$ cat src/rtl/tlif_pkg.sv
// ----------------------------------------------------------------------------
// tlif_pkg
// Shared types and byte codes for the telnet line input filter: the command
// record passed from the parser front end to the echo back end.
// ----------------------------------------------------------------------------
package tlif_pkg;

  // telnet protocol bytes
  localparam logic [7:0] ByteIac  = 8'd255;
  localparam logic [7:0] ByteWill = 8'd251;
  localparam logic [7:0] ByteWont = 8'd252;
  localparam logic [7:0] ByteDo   = 8'd253;
  localparam logic [7:0] ByteDont = 8'd254;
  localparam logic [7:0] ByteEcho = 8'd1;

  // terminal and line editing bytes
  localparam logic [7:0] ByteEsc    = 8'd27;
  localparam logic [7:0] ByteDel    = 8'd127;
  localparam logic [7:0] ByteBs     = 8'd8;
  localparam logic [7:0] ByteCr     = 8'd13;
  localparam logic [7:0] ByteLf     = 8'd10;
  localparam logic [7:0] ByteSpace  = 8'd32;
  localparam logic [7:0] ByteBrack  = 8'h5B;  // '['
  localparam logic [7:0] ByteOne    = 8'h31;  // '1'
  localparam logic [7:0] ByteThree  = 8'h33;  // '3'
  localparam logic [7:0] ByteUpperO = 8'h4F;  // 'O'

  // line event codes on the result channel
  localparam logic [1:0] EvNone  = 2'd0;
  localparam logic [1:0] EvChar  = 2'd1;
  localparam logic [1:0] EvErase = 2'd2;
  localparam logic [1:0] EvEol   = 2'd3;

  // escape history depth
  localparam int unsigned HistDepth = 4;

  // command queue geometry
  localparam int unsigned QDepth = 2;
  localparam int unsigned QPtrW  = $clog2(QDepth);
  localparam int unsigned QCntW  = $clog2(QDepth + 1);

  // line length as reported on the result channel
  localparam int unsigned LenOutW = 9;

  typedef enum logic [1:0] {
    CMD_CHAR,
    CMD_ERASE,
    CMD_EOL
  } cmd_kind_e;

  // one classified line edit waiting for the back end
  typedef struct packed {
    cmd_kind_e            kind;
    logic [7:0]           ch;
    logic                 echo;
    logic                 peer_echo;
    logic [LenOutW-1:0]   line_len;
  } cmd_t;

endpackage

$ cat src/rtl/tlif_front.sv
// ----------------------------------------------------------------------------
// tlif_front
// Parser front end: accepts received bytes, strips telnet commands, drops
// terminal escape sequences, keeps the line length and issues one command
// per line edit into the queue.
// ----------------------------------------------------------------------------
module tlif_front
  import tlif_pkg::*;
#(
  parameter int unsigned LINE_LIMIT = 256
) (
  input  logic       clk_i,
  input  logic       rst_ni,
  input  logic       cfg_we_i,
  input  logic       cfg_wdata_i,
  input  logic       in_valid_i,
  input  logic [7:0] rx_byte_i,
  output logic       in_stall_o,
  input  logic       q_full_i,
  output logic       push_o,
  output cmd_t       cmd_o
);

  localparam int unsigned LenW = $clog2(LINE_LIMIT + 1);
  localparam logic [LenW-1:0] LenMax = LenW'(LINE_LIMIT);

  // parse phase codes
  localparam logic [1:0] PhData    = 2'd0;
  localparam logic [1:0] PhIac     = 2'd1;
  localparam logic [1:0] PhArg     = 2'd2;
  localparam logic [1:0] PhSwallow = 2'd3;

  logic [1:0]      phase_q, phase_d;
  logic [7:0]      pend_q, pend_d;
  logic            peer_q, peer_d;
  logic            hide_q;
  logic [7:0]      hist_q [HistDepth];
  logic [2:0]      hcnt_q, hcnt_d;
  logic            hist_push;
  logic [LenW-1:0] len_q, len_d;
  logic [LenW+LenOutW-1:0] len_wide;

  logic            accept;
  logic [HistDepth-1:0] h_ok, h_esc, h_brk, h_one, h_three, h_o;
  logic            drop;
  logic            echo_chars, echo_eol;

  assign in_stall_o = q_full_i;
  assign accept     = in_valid_i && !q_full_i;

  // history entry matches; entries beyond the fill count never match
  always_comb begin
    for (int k = 0; k < HistDepth; k++) begin
      h_ok[k]    = hcnt_q > 3'(k);
      h_esc[k]   = h_ok[k] && (hist_q[k] == ByteEsc);
      h_brk[k]   = h_ok[k] && (hist_q[k] == ByteBrack);
      h_one[k]   = h_ok[k] && (hist_q[k] == ByteOne);
      h_three[k] = h_ok[k] && (hist_q[k] == ByteThree);
      h_o[k]     = h_ok[k] && (hist_q[k] == ByteUpperO);
    end
  end

  // escape sequence detection
  assign drop = (rx_byte_i == ByteEsc) || h_esc[0]
             || (h_brk[0] && h_esc[1])
             || (h_one[0] && h_brk[1] && h_esc[2])
             || (h_one[1] && h_brk[2] && h_esc[3])
             || (h_three[0] && h_brk[1] && h_esc[2])
             || (h_o[0] && h_esc[1]);

  assign echo_chars = !hide_q && !peer_q;
  assign echo_eol   = hide_q || !peer_q;

  // classification and state update
  always_comb begin
    phase_d   = phase_q;
    pend_d    = pend_q;
    peer_d    = peer_q;
    hcnt_d    = hcnt_q;
    hist_push = 1'b0;
    len_d     = len_q;
    push_o    = 1'b0;
    cmd_o.kind      = CMD_CHAR;
    cmd_o.ch        = 8'd0;
    cmd_o.echo      = 1'b0;
    cmd_o.peer_echo = peer_q;
    if (accept) begin
      unique case (phase_q)
        PhSwallow: phase_d = PhData;
        PhIac: begin
          if (rx_byte_i == ByteWill || rx_byte_i == ByteWont ||
              rx_byte_i == ByteDo || rx_byte_i == ByteDont) begin
            pend_d  = rx_byte_i;
            phase_d = PhArg;
          end else begin
            phase_d = PhData;
          end
        end
        PhArg: begin
          if (rx_byte_i == ByteEcho) begin
            if (pend_q == ByteWill) begin
              peer_d = 1'b1;
            end else if (pend_q == ByteWont) begin
              peer_d = 1'b0;
            end
          end
          phase_d = PhData;
        end
        default: begin
          if (rx_byte_i == ByteIac) begin
            phase_d = PhIac;
          end else if (drop) begin
            hist_push = 1'b1;
            if (hcnt_q < 3'(HistDepth)) begin
              hcnt_d = hcnt_q + 3'd1;
            end
          end else begin
            hcnt_d = 3'd0;
            if (rx_byte_i == ByteCr) begin
              len_d      = '0;
              phase_d    = PhSwallow;
              push_o     = 1'b1;
              cmd_o.kind = CMD_EOL;
              cmd_o.echo = echo_eol;
            end else if (rx_byte_i == ByteBs || rx_byte_i == ByteDel) begin
              if (len_q != '0) begin
                len_d      = len_q - LenW'(1);
                push_o     = 1'b1;
                cmd_o.kind = CMD_ERASE;
                cmd_o.echo = echo_chars;
              end
            end else if (len_q != LenMax) begin
              len_d      = len_q + LenW'(1);
              push_o     = 1'b1;
              cmd_o.kind = CMD_CHAR;
              cmd_o.ch   = rx_byte_i;
              cmd_o.echo = echo_chars;
            end
          end
        end
      endcase
    end
    // reported length is the low bits of the updated length
    len_wide       = (LenW + LenOutW)'(len_d);
    cmd_o.line_len = len_wide[LenOutW-1:0];
  end

  // control state
  always_ff @(posedge clk_i or negedge rst_ni) begin
    if (!rst_ni) begin
      phase_q <= PhData;
      pend_q  <= 8'd0;
      peer_q  <= 1'b1;
      hide_q  <= 1'b0;
      hcnt_q  <= 3'd0;
      len_q   <= '0;
    end else begin
      phase_q <= phase_d;
      pend_q  <= pend_d;
      peer_q  <= peer_d;
      hcnt_q  <= hcnt_d;
      len_q   <= len_d;
      if (cfg_we_i) begin
        hide_q <= cfg_wdata_i;
      end
    end
  end

  // escape history shift line, newest first
  always_ff @(posedge clk_i or negedge rst_ni) begin
    if (!rst_ni) begin
      for (int k = 0; k < HistDepth; k++) begin
        hist_q[k] <= 8'd0;
      end
    end else if (hist_push) begin
      hist_q[0] <= rx_byte_i;
      for (int k = 1; k < HistDepth; k++) begin
        hist_q[k] <= hist_q[k-1];
      end
    end
  end

endmodule

$ cat src/rtl/tlif_queue.sv
// ----------------------------------------------------------------------------
// tlif_queue
// Short command queue between the parser front end and the echo back end,
// so that each side can stall on its own.
// ----------------------------------------------------------------------------
module tlif_queue
  import tlif_pkg::*;
(
  input  logic clk_i,
  input  logic rst_ni,
  input  logic push_i,
  input  cmd_t push_data_i,
  output logic full_o,
  input  logic pop_i,
  output logic empty_o,
  output cmd_t head_o
);

  cmd_t             mem_q [QDepth];
  logic [QPtrW-1:0] wr_ptr_q, rd_ptr_q;
  logic [QCntW-1:0] cnt_q;
  logic             do_push, do_pop;

  assign full_o  = cnt_q == QCntW'(QDepth);
  assign empty_o = cnt_q == '0;
  assign do_push = push_i && !full_o;
  assign do_pop  = pop_i && !empty_o;
  assign head_o  = mem_q[rd_ptr_q];

  // storage
  always_ff @(posedge clk_i) begin
    if (do_push) begin
      mem_q[wr_ptr_q] <= push_data_i;
    end
  end

  // pointers and fill count
  always_ff @(posedge clk_i or negedge rst_ni) begin
    if (!rst_ni) begin
      wr_ptr_q <= '0;
      rd_ptr_q <= '0;
      cnt_q    <= '0;
    end else begin
      if (do_push) begin
        wr_ptr_q <= (wr_ptr_q == QPtrW'(QDepth - 1)) ? '0 : wr_ptr_q + QPtrW'(1);
      end
      if (do_pop) begin
        rd_ptr_q <= (rd_ptr_q == QPtrW'(QDepth - 1)) ? '0 : rd_ptr_q + QPtrW'(1);
      end
      if (do_push && !do_pop) begin
        cnt_q <= cnt_q + QCntW'(1);
      end else if (do_pop && !do_push) begin
        cnt_q <= cnt_q - QCntW'(1);
      end
    end
  end

endmodule

$ cat src/rtl/tlif_back.sv
// ----------------------------------------------------------------------------
// tlif_back
// Echo back end: expands each queued command into one to three result
// transactions and holds them in an output register until taken.
// ----------------------------------------------------------------------------
module tlif_back
  import tlif_pkg::*;
(
  input  logic               clk_i,
  input  logic               rst_ni,
  input  logic               q_empty_i,
  input  cmd_t               q_head_i,
  output logic               q_pop_o,
  output logic               out_valid_o,
  input  logic               out_stall_i,
  output logic [1:0]         line_event_o,
  output logic [7:0]         char_value_o,
  output logic               tx_valid_o,
  output logic [7:0]         tx_byte_o,
  output logic               client_echoes_o,
  output logic [LenOutW-1:0] line_length_now_o,
  output logic               last_o
);

  logic [1:0] step_q, step_d;
  logic       load, gen;
  logic [1:0] ev;
  logic [7:0] chv, txb;
  logic       txv, lst;

  logic               valid_q;
  logic [1:0]         ev_q;
  logic [7:0]         chv_q, txb_q;
  logic               txv_q, lst_q, peer_q;
  logic [LenOutW-1:0] len_q;

  assign load    = !valid_q || !out_stall_i;
  assign gen     = load && !q_empty_i;
  assign q_pop_o = gen && lst;

  // result for the current step of the head command
  always_comb begin
    ev  = EvNone;
    chv = 8'd0;
    txv = 1'b1;
    txb = 8'd0;
    lst = 1'b1;
    unique case (q_head_i.kind)
      CMD_CHAR: begin
        ev  = EvChar;
        chv = q_head_i.ch;
        txv = q_head_i.echo;
        txb = q_head_i.echo ? q_head_i.ch : 8'd0;
      end
      CMD_ERASE: begin
        if (step_q == 2'd0) begin
          ev  = EvErase;
          txv = q_head_i.echo;
          txb = q_head_i.echo ? ByteBs : 8'd0;
          lst = !q_head_i.echo;
        end else if (step_q == 2'd1) begin
          txb = ByteSpace;
          lst = 1'b0;
        end else begin
          txb = ByteBs;
        end
      end
      CMD_EOL: begin
        if (step_q == 2'd0) begin
          ev  = EvEol;
          txv = q_head_i.echo;
          txb = q_head_i.echo ? ByteCr : 8'd0;
          lst = !q_head_i.echo;
        end else begin
          txb = ByteLf;
        end
      end
      default: begin
        ev  = EvNone;
        txv = 1'b0;
      end
    endcase
  end

  // step counter within one command
  always_comb begin
    step_d = step_q;
    if (gen) begin
      step_d = lst ? 2'd0 : step_q + 2'd1;
    end
  end

  // output register control
  always_ff @(posedge clk_i or negedge rst_ni) begin
    if (!rst_ni) begin
      valid_q <= 1'b0;
      step_q  <= 2'd0;
    end else begin
      step_q <= step_d;
      if (load) begin
        valid_q <= !q_empty_i;
      end
    end
  end

  // output register payload
  always_ff @(posedge clk_i) begin
    if (gen) begin
      ev_q   <= ev;
      chv_q  <= chv;
      txv_q  <= txv;
      txb_q  <= txb;
      lst_q  <= lst;
      peer_q <= q_head_i.peer_echo;
      len_q  <= q_head_i.line_len;
    end
  end

  assign out_valid_o       = valid_q;
  assign line_event_o      = ev_q;
  assign char_value_o      = chv_q;
  assign tx_valid_o        = txv_q;
  assign tx_byte_o         = txb_q;
  assign client_echoes_o   = peer_q;
  assign line_length_now_o = len_q;
  assign last_o            = lst_q;

endmodule

$ cat src/rtl/telnet_line_input_filter.sv
// ----------------------------------------------------------------------------
// telnet_line_input_filter
// Telnet line input filter: strips IAC commands and terminal escapes from the
// received byte stream, edits the current line and produces echo bytes.
// ----------------------------------------------------------------------------
// Usage:
//   Input channel in_valid_i / in_stall_o / rx_byte_i carries received bytes;
//   a transaction completes on a rising edge with valid high and stall low.
//   Output channel out_valid_o / out_stall_i carries result transactions
//   (line event, appended char, echo byte, echo belief, line length, last).
//   A byte that edits the line causes one to three results, the final one
//   marked by last_o; stripped, dropped or ignored bytes cause none.
//   cfg_we_i / cfg_wdata_i write hide_input; write only while idle.
//   A byte's command is queued, and its first result is then registered in
//   the output register. Throughput: one byte per cycle into the front end
//   while the queue is not full; the back end emits one result per cycle
//   while out_stall_i is low; an erase with echo gives three results.
//   A two-entry command queue lets the parser run ahead of the echo expansion.
//   Reset (rst_ni low, asynchronous): parser in data phase, client assumed
//   to echo, history and line empty, hide_input cleared, queue emptied.
//   When out_stall_i holds, the result register holds; the queue fills and
//   then in_stall_o rises until space is freed.
// ----------------------------------------------------------------------------
module telnet_line_input_filter
  import tlif_pkg::*;
#(
  parameter int unsigned LINE_LIMIT = 256
) (
  input  logic       clk_i,
  input  logic       rst_ni,
  input  logic       cfg_we_i,
  input  logic       cfg_wdata_i,
  input  logic       in_valid_i,
  output logic       in_stall_o,
  input  logic [7:0] rx_byte_i,
  output logic       out_valid_o,
  input  logic       out_stall_i,
  output logic [1:0] line_event_o,
  output logic [7:0] char_value_o,
  output logic       tx_valid_o,
  output logic [7:0] tx_byte_o,
  output logic       client_echoes_o,
  output logic [8:0] line_length_now_o,
  output logic       last_o
);

  logic q_full, q_empty, q_push, q_pop;
  cmd_t push_cmd, head_cmd;

  // parser front end
  tlif_front #(
    .LINE_LIMIT (LINE_LIMIT)
  ) u_front (
    .clk_i       (clk_i),
    .rst_ni      (rst_ni),
    .cfg_we_i    (cfg_we_i),
    .cfg_wdata_i (cfg_wdata_i),
    .in_valid_i  (in_valid_i),
    .rx_byte_i   (rx_byte_i),
    .in_stall_o  (in_stall_o),
    .q_full_i    (q_full),
    .push_o      (q_push),
    .cmd_o       (push_cmd)
  );

  // command queue
  tlif_queue u_queue (
    .clk_i       (clk_i),
    .rst_ni      (rst_ni),
    .push_i      (q_push),
    .push_data_i (push_cmd),
    .full_o      (q_full),
    .pop_i       (q_pop),
    .empty_o     (q_empty),
    .head_o      (head_cmd)
  );

  // echo back end
  tlif_back u_back (
    .clk_i             (clk_i),
    .rst_ni            (rst_ni),
    .q_empty_i         (q_empty),
    .q_head_i          (head_cmd),
    .q_pop_o           (q_pop),
    .out_valid_o       (out_valid_o),
    .out_stall_i       (out_stall_i),
    .line_event_o      (line_event_o),
    .char_value_o      (char_value_o),
    .tx_valid_o        (tx_valid_o),
    .tx_byte_o         (tx_byte_o),
    .client_echoes_o   (client_echoes_o),
    .line_length_now_o (line_length_now_o),
    .last_o            (last_o)
  );

`ifndef SYNTHESIS
  // continuation results always carry an echo byte
  a_cont_echoes: assert property (@(posedge clk_i) disable iff (!rst_ni)
    out_valid_o && line_event_o == EvNone |-> tx_valid_o)
    else $error("continuation result without echo byte");

  // a result without echo is always the final one of its byte
  a_noecho_last: assert property (@(posedge clk_i) disable iff (!rst_ni)
    out_valid_o && !tx_valid_o |-> last_o)
    else $error("non-echo result not marked last");

  // end of line reports an empty line
  a_eol_len: assert property (@(posedge clk_i) disable iff (!rst_ni)
    out_valid_o && line_event_o == EvEol |-> line_length_now_o == '0)
    else $error("end of line with non-zero length");

  // no command is lost to a full queue
  a_no_overflow: assert property (@(posedge clk_i) disable iff (!rst_ni)
    q_push |-> !q_full)
    else $error("command pushed into full queue");
`endif

endmodule
$ cat config.mk
export PLATFORM = sky130hd
export DESIGN_NAME = telnet_line_input_filter
export DESIGN_NICKNAME = d
export VERILOG_FILES = /design/src/rtl/tlif_pkg.sv /design/src/rtl/tlif_front.sv /design/src/rtl/tlif_queue.sv /design/src/rtl/tlif_back.sv /design/src/rtl/telnet_line_input_filter.sv
export SDC_FILE = /design/constraint.sdc
export NUM_CORES = 1
export LEC_CHECK = 0
export ABC_AREA = 1
export BUFFER_PORTS_ARGS = -buffer_cell sky130_fd_sc_hd__buf_2
export CORE_MARGIN = 5
export CORE_UTILIZATION = 45
export DETAILED_ROUTE_END_ITERATION = 10
export PLACE_DENSITY = 0.61
export SYNTH_ARGS = -nofsm -noshare
export SYNTH_HDL_FRONTEND = slang
export SYNTH_SLANG_ARGS = --single-unit
$ cat constraint.sdc
create_clock -name clk_i -period 3.46 [get_ports clk_i]
set_input_delay 0.173 -clock clk_i [delete_from_list [all_inputs] [get_ports clk_i]]
set_output_delay 0.173 -clock clk_i [all_outputs]
set_load 0.02 [all_outputs]
==> results by group, run 1 <==
Run status
  – Outcome: completed

Clock tree
  – Worst-Skew Late Latency: 420 ps
  – Worst-path clk slew: roughly 60 ps
  – CTS H-Tree Depth: 4
  – CTS tree: yes
  – CTS Buf Count: 17
  – Resized Gates After CTS: 0
  – Setup repair bufs after CTS: 0
  – Hold-fix buffers, CTS: 5
  – Clock buffer depth: 2
  – Sink Count: roughly 140
  – CTS root buffer: clkbuf_16

Floorplan
  – Chip Height: around 130 um
  – IO Pins: 46
  – Row Count: 43
  – DIE WIDTH: around 130 um
  – Total core area: around 14000 um^2
  – Initial core utilization: 0.4589
  – Die area: 16630 um^2

Power and ir drop
  – Share of power burned in registers: 0.412
  – PnR Total Power: 6.017 mW
  – Clock Power Share: 0.287
  – Worst vdd ir: around 310 uV
  – Internal power: around 3.8 mW
  – Psw: roughly 2.2 mW
  – Leakage: roughly 3.4 nW
  – Sw frac: 0.3635
  – Comb power frac: 0.301
  – Cell Pwr Density: 814.6 nW/um^2

GRT
  – Antenna violations before repair: 0
  – GRT Overall Usage: 0.1695
  – Vias in the first global route: between 4000 and 5000
  – Grt total ovfl: 0
  – First-pass GRT wire length: between 20000 and 25000 um
  – Largest net degree at the start of global routing: 38

Worst setup path
  – Slowest cell delay on critical path: between 400 and 500 ps
  – Cell chain of the critical path: inv_1, ha_1, inv_1, nor2_2, nand3_1, nand2_1, inv_2, nor2_2, nand2_1, nand2_1, inv_1, ha_1, a21oi_1, o21ai_0, xor2_1
  – CP Data Required Time: 3750 ps
  – Critical path arrival: between 2000 and 3000 ps
  – Critical-path maximum fanout: 5
  – Setup CP Type: flip-flop to flip-flop
  – Slowest-stage cell, CP: dfrtp_1
  – Setup crit start kind: flip-flop
  – Endpoint class of the critical path: flip-flop
  – Reg2Reg Depth: 15

Synthesis
  – Sequential fraction of the synthesis area: 0.5871
  – Synth warn: 0
  – Avg Cell Area, Syn: just over 9 um^2
  – Cells after Synth: about 700
  – Seq cells post-synth: 135
  – Cell variety after synth: 35
  – Syn_nets: slightly above 700
  – Mapped cell area: ~6400 um^2

Timing
  – Setup slack after layout: 796.6 ps
  – Worst slew pin tran: ~1200 ps
  – Post-layout minimum cycle time: between 2000 and 3000 ps
  – Final Skew: between 6 and 7 ps
  – Hold Vio Cnt, Final: 0
  – Unrepaired setup endpoints after global routing: false
  – Relative slew slack: 0.2226
  – Hold slack: about 33 ps
  – Final period utilization: 0.7698
  – Fmax: 375.5 MHz
  – Setup tns final: 0 ps
  – Max Slew Vio Count: 0
  – Final setup fails: 0

Routing
  – Drt first pass iters: 5
  – DRC: 0
  – Final wirelength: 13070 um
  – Initial DRC Count: roughly 340
  – Via count: 4700
  – DR WL/cell: 13.89 um
  – Vias per inst: roughly 5.0
  – Antenna Nets Post-Route: 0

Place
  – Placed cells: about 900
  – RePlAce Congestion: between 0.9 and 1
  – Hpwl dp: about 9400 um
  – Post-Place Cell Area: between 6000 and 7000 um^2
  – Port bufs: 45
  – Place WS: approximately 830 ps

Final layout
  – Post-route cell area: 7387 um^2
  – Utilization after layout: 0.5322
  – Nets: approximately 780
  – Post-Layout Cell Count: ~940
  – Antenna diodes: 0
  – Layout Area Growth over Synthesis: 15.97%
  – Layout cell share with drive strength beyond 1: 0.1813

Hold path
  – Worst Hold Class: primary input to flip-flop
  – Hold depth: 3

Job
  – MaxCap Viol Count: 0
-- cells in the mapped netlist --
cell / count / area share
a21oi_1: 7 / 0.0055
a22o_1: 1 / 0.0014
a31oi_1: 3 / 0.0029
and2_1: 1 / 0.00098
buf_1: 2 / 0.0012
buf_2: 2 / 0.0016
buf_4: 1 / 0.0012
buf_6: 5 / 0.0088
buf_8: 1 / 0.0024
clkbuf_1: 2 / 0.0012
clkinv_2: 1 / 0.00078
dfrtp_1: 62 / 0.24
dfstp_2: 1 / 0.0041
edfxtp_1: 72 / 0.34
ha_1: 15 / 0.029
inv_1: 79 / 0.047
inv_2: 14 / 0.0082
nand2_1: 174 / 0.10
nand2_2: 9 / 0.0088
nand3_1: 32 / 0.025
nand3_2: 4 / 0.0063
nand4_1: 11 / 0.011
nor2_1: 84 / 0.049
nor2_2: 7 / 0.0069
nor2_4: 3 / 0.0053
nor3_1: 15 / 0.012
nor4_1: 7 / 0.0069
o211ai_1: 1 / 0.0012
o21ai_0: 35 / 0.027
o21ai_1: 12 / 0.0094
o21ai_2: 14 / 0.019
or2_1: 1 / 0.00098
or2_2: 3 / 0.0029
xnor2_1: 1 / 0.0014
xor2_1: 3 / 0.0041
-- power groups by stage --
stage | registers (mW) | clock network [mW] | logic, mW
3_5_place_dp | 2.51 | 0 | 1.82
4_1_cts | 2.48 | 1.77 | 1.84
5_1_grt | 2.52 | 1.83 | 2.05
6_report | 2.48 | 1.73 | 1.81
2_1_floorplan | 2.72 | 0 | 1.04
3_3_place_gp | 2.50 | 0 | 1.79
-- layout make-up --
class                   count  area [um^2]
fillers                  1291         6494
multi-input cells         443         2172
inverters                  94        354.1
repair buffers             57        327.8
well taps                 180        225.2
clock buffers              17        425.4
flip-flops and latches    135         3740
clock inverters            15        142.6
-- worst max-delay path: cells and delay by family (launching register included) --
family,cells,cell delay [ps]
XOR/XNOR,1,150
adder cells (fa/ha/maj),2,470
AND/OR/NAND/NOR,6,930
flip-flops,1,430
AO/OA/AOI/OAI,2,220
buffers and inverters,4,320
-- state kept, by name, summed over array words and instances (netlist names), 2 cells and up --
name and flops:
u_back.line_length_now_o 9, u_back.tx_byte_o 8, u_front.phase_q 2, u_back.char_value_o 8
u_back.step_q 2, u_back.line_event_o 2, u_front.hcnt_q 3, u_queue.mem_q 42
u_front.len_q 9, u_queue.cnt_q 2, u_front.pend_q 8, u_front.hist_q 32
-- layout by cell type, fill, tap and decap left out, drive strengths merged, types with 4 or more instances in the layout --
cell type / netlist / layout
nand2: 183 / 183
inv: 93 / 99
nor2: 94 / 94
edfxtp: 72 / 72
dfrtp: 62 / 62
o21ai: 61 / 61
buf: 11 / 52
nand3: 36 / 36
clkbuf: 2 / 17
nor3: 15 / 15
ha: 15 / 15
nand4: 11 / 11
a21oi: 7 / 7
nor4: 7 / 7
clkinv: 1 / 7
dlygate4sd3: 0 / 5
or2: 4 / 4
-- worst paths after layout --
| check | start | slack [ps] | to |
|---|---|---|---|
| setup / recovery | u_front.len_q[0] | 800 | u_queue.cnt_q[1] |
| hold / removal | rx_byte_i[6] | 30 | u_front.hist_q[30] |
| setup reg to reg | u_front.len_q[0] | 800 | u_queue.cnt_q[1] |
| hold reg to reg | u_front.pend_q[5] | 450 | u_front.pend_q[5] |
| max in group asynchronous | rst_ni | 2360 | u_queue.rd_ptr_q |
| min in group asynchronous | rst_ni | 350 | u_front.hist_q[11] |
-- cell families (layout without fill, tap and decap cells) --
family,Yosys count,count (layout),synth area share
buf+inv,107,183,0.07189
fa+ha+maj,15,15,0.02946
simple gates,351,351,0.2389
compound gates,73,73,0.06718
flops,135,135,0.5871
xor+xnor,4,4,0.005501
-- routing by layer --
metal,vias to the layer above,global-route usage,routed length (um)
met4,0,0.05806,227
met1,2191,0.2310,6006
met2,130,0.2610,6054
li1,2359,-,-
met5,-,0,0
met3,20,0.04940,784
No activity file was read; power rests on OpenSTA's default activity.
==> run 2, diff against run 1 <==
--- a/config.mk
+++ b/config.mk
@@ -10,7 +10,7 @@
 export CORE_MARGIN = 5
 export CORE_UTILIZATION = 45
 export DETAILED_ROUTE_END_ITERATION = 10
-export PLACE_DENSITY = 0.61
+export PLACE_DENSITY = 0.64
 export SYNTH_ARGS = -nofsm -noshare
 export SYNTH_HDL_FRONTEND = slang
 export SYNTH_SLANG_ARGS = --single-unit
==> constraint.sdc (replaced) <==
create_clock -name clk_i -period 2.4 [get_ports clk_i]
set_input_delay 0.12 -clock clk_i [delete_from_list [all_inputs] [get_ports clk_i]]
set_output_delay 0.12 -clock clk_i [all_outputs]
set_load 0.02 [all_outputs]
==> run 2 against run 1 <==
Effect of this change: non-clock buffer count up 21; first-iteration DRC count down 7.6%; hold slack lost 25 ps; cell count rose by 2.2%; clock skew up 8.6 ps; design area grew 3.6%; via count grew 1.9%; sequential share of layout area fell by 1.8 points; worst setup slack lost 630 ps; critical path depth is 1 lower; global-route usage is 0.20 points higher; utilization is 1.9 points higher; critical path type unchanged.
==> results by group, run 2 (synthesized netlist as in run 1, its figures left out) <==
Routing
  – DR WL/cell: 13.92 um (was 13.89 um)
  – Antenna Nets Post-Route: 0 (unchanged)
  – Vias per inst: 4.979 (was 4.995)
  – Initial DRC Count: 317 (was 343)
  – Final wirelength: 13390 um (was 13070 um)
  – Drt first pass iters: 5 (unchanged)
  – Via count: 4790 (was 4700)
  – DRC: 0 (unchanged)

Floorplan
  – Chip Height: 129.0 um (unchanged)
  – IO Pins: 46 (unchanged)
  – Initial core utilization: 0.4589 (unchanged)
  – DIE WIDTH: 129.0 um (unchanged)
  – Die area: 16630 um^2 (unchanged)
  – Total core area: 13880 um^2 (unchanged)
  – Row Count: 43 (unchanged)

Timing
  – Final setup fails: 0 (unchanged)
  – Worst slew pin tran: 700.4 ps (was 1165 ps)
  – Post-layout minimum cycle time: 2234 ps (was 2663 ps)
  – Final Skew: 14.84 ps (was 6.210 ps)
  – Fmax: 447.7 MHz (was 375.5 MHz)
  – Hold Vio Cnt, Final: 0 (unchanged)
  – Max Slew Vio Count: 0 (unchanged)
  – Relative slew slack: 0.5331 (was 0.2226)
  – Final period utilization: 0.9307 (was 0.7698)

Final layout
  – Largest reg by FF count: u_queue.mem_q (unchanged)
  – Most frequent cells in the layout: nand2_1, nor2_1, inv_1 (unchanged)
  – Largest register FFs: 42 (unchanged)
  – Layout cell share with drive strength beyond 1: 0.2225 (was 0.1813)
  – Nets: 798 (was 777)
  – Antenna diodes: 0 (unchanged)
  – Fill cells: 1208 (was 1291)
  – Post-route cell area: 7656 um^2 (was 7387 um^2)
  – Layout Area Growth over Synthesis: 20.19% (was 15.97%)
  – Largest regs: u_queue.mem_q: 42 flops, u_front.hist_q: 32 flops (unchanged)
  – Post-Layout Cell Count: 962 (was 941)
  – Commonest non-fill, non-tap cell in the layout: nand2_1 (unchanged)

Power and ir drop
  – Sw frac: 0.3608 (was 0.3635)
  – Worst vdd ir: 418.4 uV (was 309.8 uV)
  – Internal power: 5.733 mW (was 3.830 mW)
  – Psw: 3.237 mW (was 2.187 mW)
  – Clock Power Share: 0.280 (was 0.287)
  – Cell Pwr Density: 1172 nW/um^2 (was 814.6 nW/um^2)
  – Leakage: 3.525 nW (was 3.404 nW)
  – Share of power burned in registers: 0.398 (was 0.412)
  – Comb power frac: 0.322 (was 0.301)

GRT
  – Largest net degree at the start of global routing: 30 (was 38)
  – Antenna violations before repair: 0 (unchanged)
  – GRT Overall Usage: 0.1715 (was 0.1695)
  – First-pass GRT wire length: 22290 um (was 21960 um)
  – Vias in the first global route: 4674 (was 4501)
  – Grt total ovfl: 0 (unchanged)

Run status
  – Outcome: completed (unchanged)

Hold path
  – Worst Hold Class: primary input to flip-flop (unchanged)
  – Hold depth: 3 (unchanged)

Place
  – Placed cells: 922 (was 904)
  – RePlAce Congestion: 0.8748 (was 0.9009)
  – Hpwl dp: 9705 um (was 9358 um)
  – Port bufs: 45 (unchanged)
  – Post-Place Cell Area: 6939 um^2 (was 6769 um^2)

Worst setup path
  – Start point of the critical path: u_queue.rd_ptr_q (was u_front.len_q[0])
  – Critical path arrival: 2530 ps (was 2960 ps)
  – Setup crit start kind: flip-flop (unchanged)
  – R2r endpoint: u_queue.cnt_q[1] (unchanged)
  – Endpoint class of the critical path: flip-flop (unchanged)
  – CP Data Required Time: 2690 ps (was 3750 ps)
  – Reg2Reg Depth: 14 (was 15)
  – Worst R2R Setup Slack: 170 ps (was 800 ps)
  – Setup CP Type: flip-flop to flip-flop (unchanged)
  – Critical-path maximum fanout: 4 (was 5)
  – RR Startpoint: u_queue.rd_ptr_q (was u_front.len_q[0])
  – CP endpoint: u_queue.cnt_q[1] (unchanged)

Clock tree
  – Worst-path clk slew: 60 ps (about the same)
  – Clock buffer depth: 2 (unchanged)
  – Worst-Skew Late Latency: 430 ps (was 420 ps)
  – Setup repair bufs after CTS: 0 (unchanged)
  – CTS H-Tree Depth: 4 (unchanged)
  – CTS Buf Count: 17 (unchanged)
  – CTS root buffer: clkbuf_16 (unchanged)
  – Sink Count: 135 (unchanged)
  – CTS tree: yes (unchanged)

Job
  – MaxCap Viol Count: 0 (unchanged)
==> run 2: cell types whose count changed in the layout (fill, tap and decap cells not counted), sizes merged <==
cell,previous run,this run
buf,52,70
dlygate4sd3,5,8
clkinv,7,9
clkinvlp,2,0
clkbuf,17,18
inv,99,98
==> run 2: critical path: stages (launching register included) <==
cell     delay, ps
dfrtp_1        430
inv_2           70
or2_2          280
o21ai_2         90
inv_1           90
ha_2           180
inv_1           80
a21oi_2         40
nor2_2         140
nor2_2          50
inv_1          110
ha_4           220
a21oi_1        100
o21ai_1         90
xor2_1         150
==> run 2: area by class of cell <==
| class | count | area (um^2) | area share |
|---|---|---|---|
| Multi-Input combinational cell | 443 | 2238 | 0.2924 |
| Inverter | 94 | 354.1 | 0.04625 |
| Clock inverter | 14 | 140.1 | 0.01830 |
| Clock buffer | 18 | 439.2 | 0.05736 |
| Sequential cell | 135 | 3741 | 0.4886 |
| Timing Repair Buffer | 78 | 518.0 | 0.06766 |
| Tap cell | 180 | 225.2 | 0.02942 |
==> run 2: what timing repair did <==
action / 4_1_cts / 5_1_grt
pin swaps: 1 / 0
hold endpoints to repair: 32 / 0
resized for setup: 2 / 19
endpoints found under the setup margin: 1 / 63
hold buffers: 8 / 0
==> run 2: per-stage QoR <==
stage	setup slack (ps)	power [mW]	hold slack, ps	utilization	TNS, ps
global route	-24.84	9.543	20.15	0.5516	-24.84
CTS	3.570	8.973	0.9928	0.5476	0
detailed placement	-3.409	6.424	215.7	0.4999	-3.409
floorplan	1.499	5.435	-175.6	-	0
finish	166.4	8.969	8.333	0.5516	0
global placement	112.5	6.324	219.4	0.4999	0
==> run 2: worst min path at each step <==
stage                 start            endpoint
2_1_floorplan        rst_ni  u_back.out_valid_o
3_3_place_gp         rst_ni   u_front.pend_q[3]
3_5_place_dp         rst_ni   u_front.pend_q[0]
4_1_cts        rx_byte_i[0]   u_front.pend_q[0]
5_1_grt        rx_byte_i[0]   u_front.pend_q[0]
6_report       rx_byte_i[0]   u_front.pend_q[0]
==> run 2: power by group through the flow <==
| stage | Sequential (mW) | Combinational [mW] | Clock (mW) |
|---|---|---|---|
| floorplan | 3.92 | 1.51 | 0 |
| global placement | 3.57 | 2.75 | 0 |
| detailed placement | 3.59 | 2.83 | 0 |
| CTS | 3.55 | 2.85 | 2.56 |
| global route | 3.63 | 3.25 | 2.67 |
| finish | 3.57 | 2.89 | 2.51 |
==> run 2: routing by layer <==
layer | global-route usage | routed length (um)
met1 | 0.2177 | 5922
met4 | 0.06177 | 228
met2 | 0.2823 | 6516
met3 | 0.04774 | 724
met5 | 0 | 0
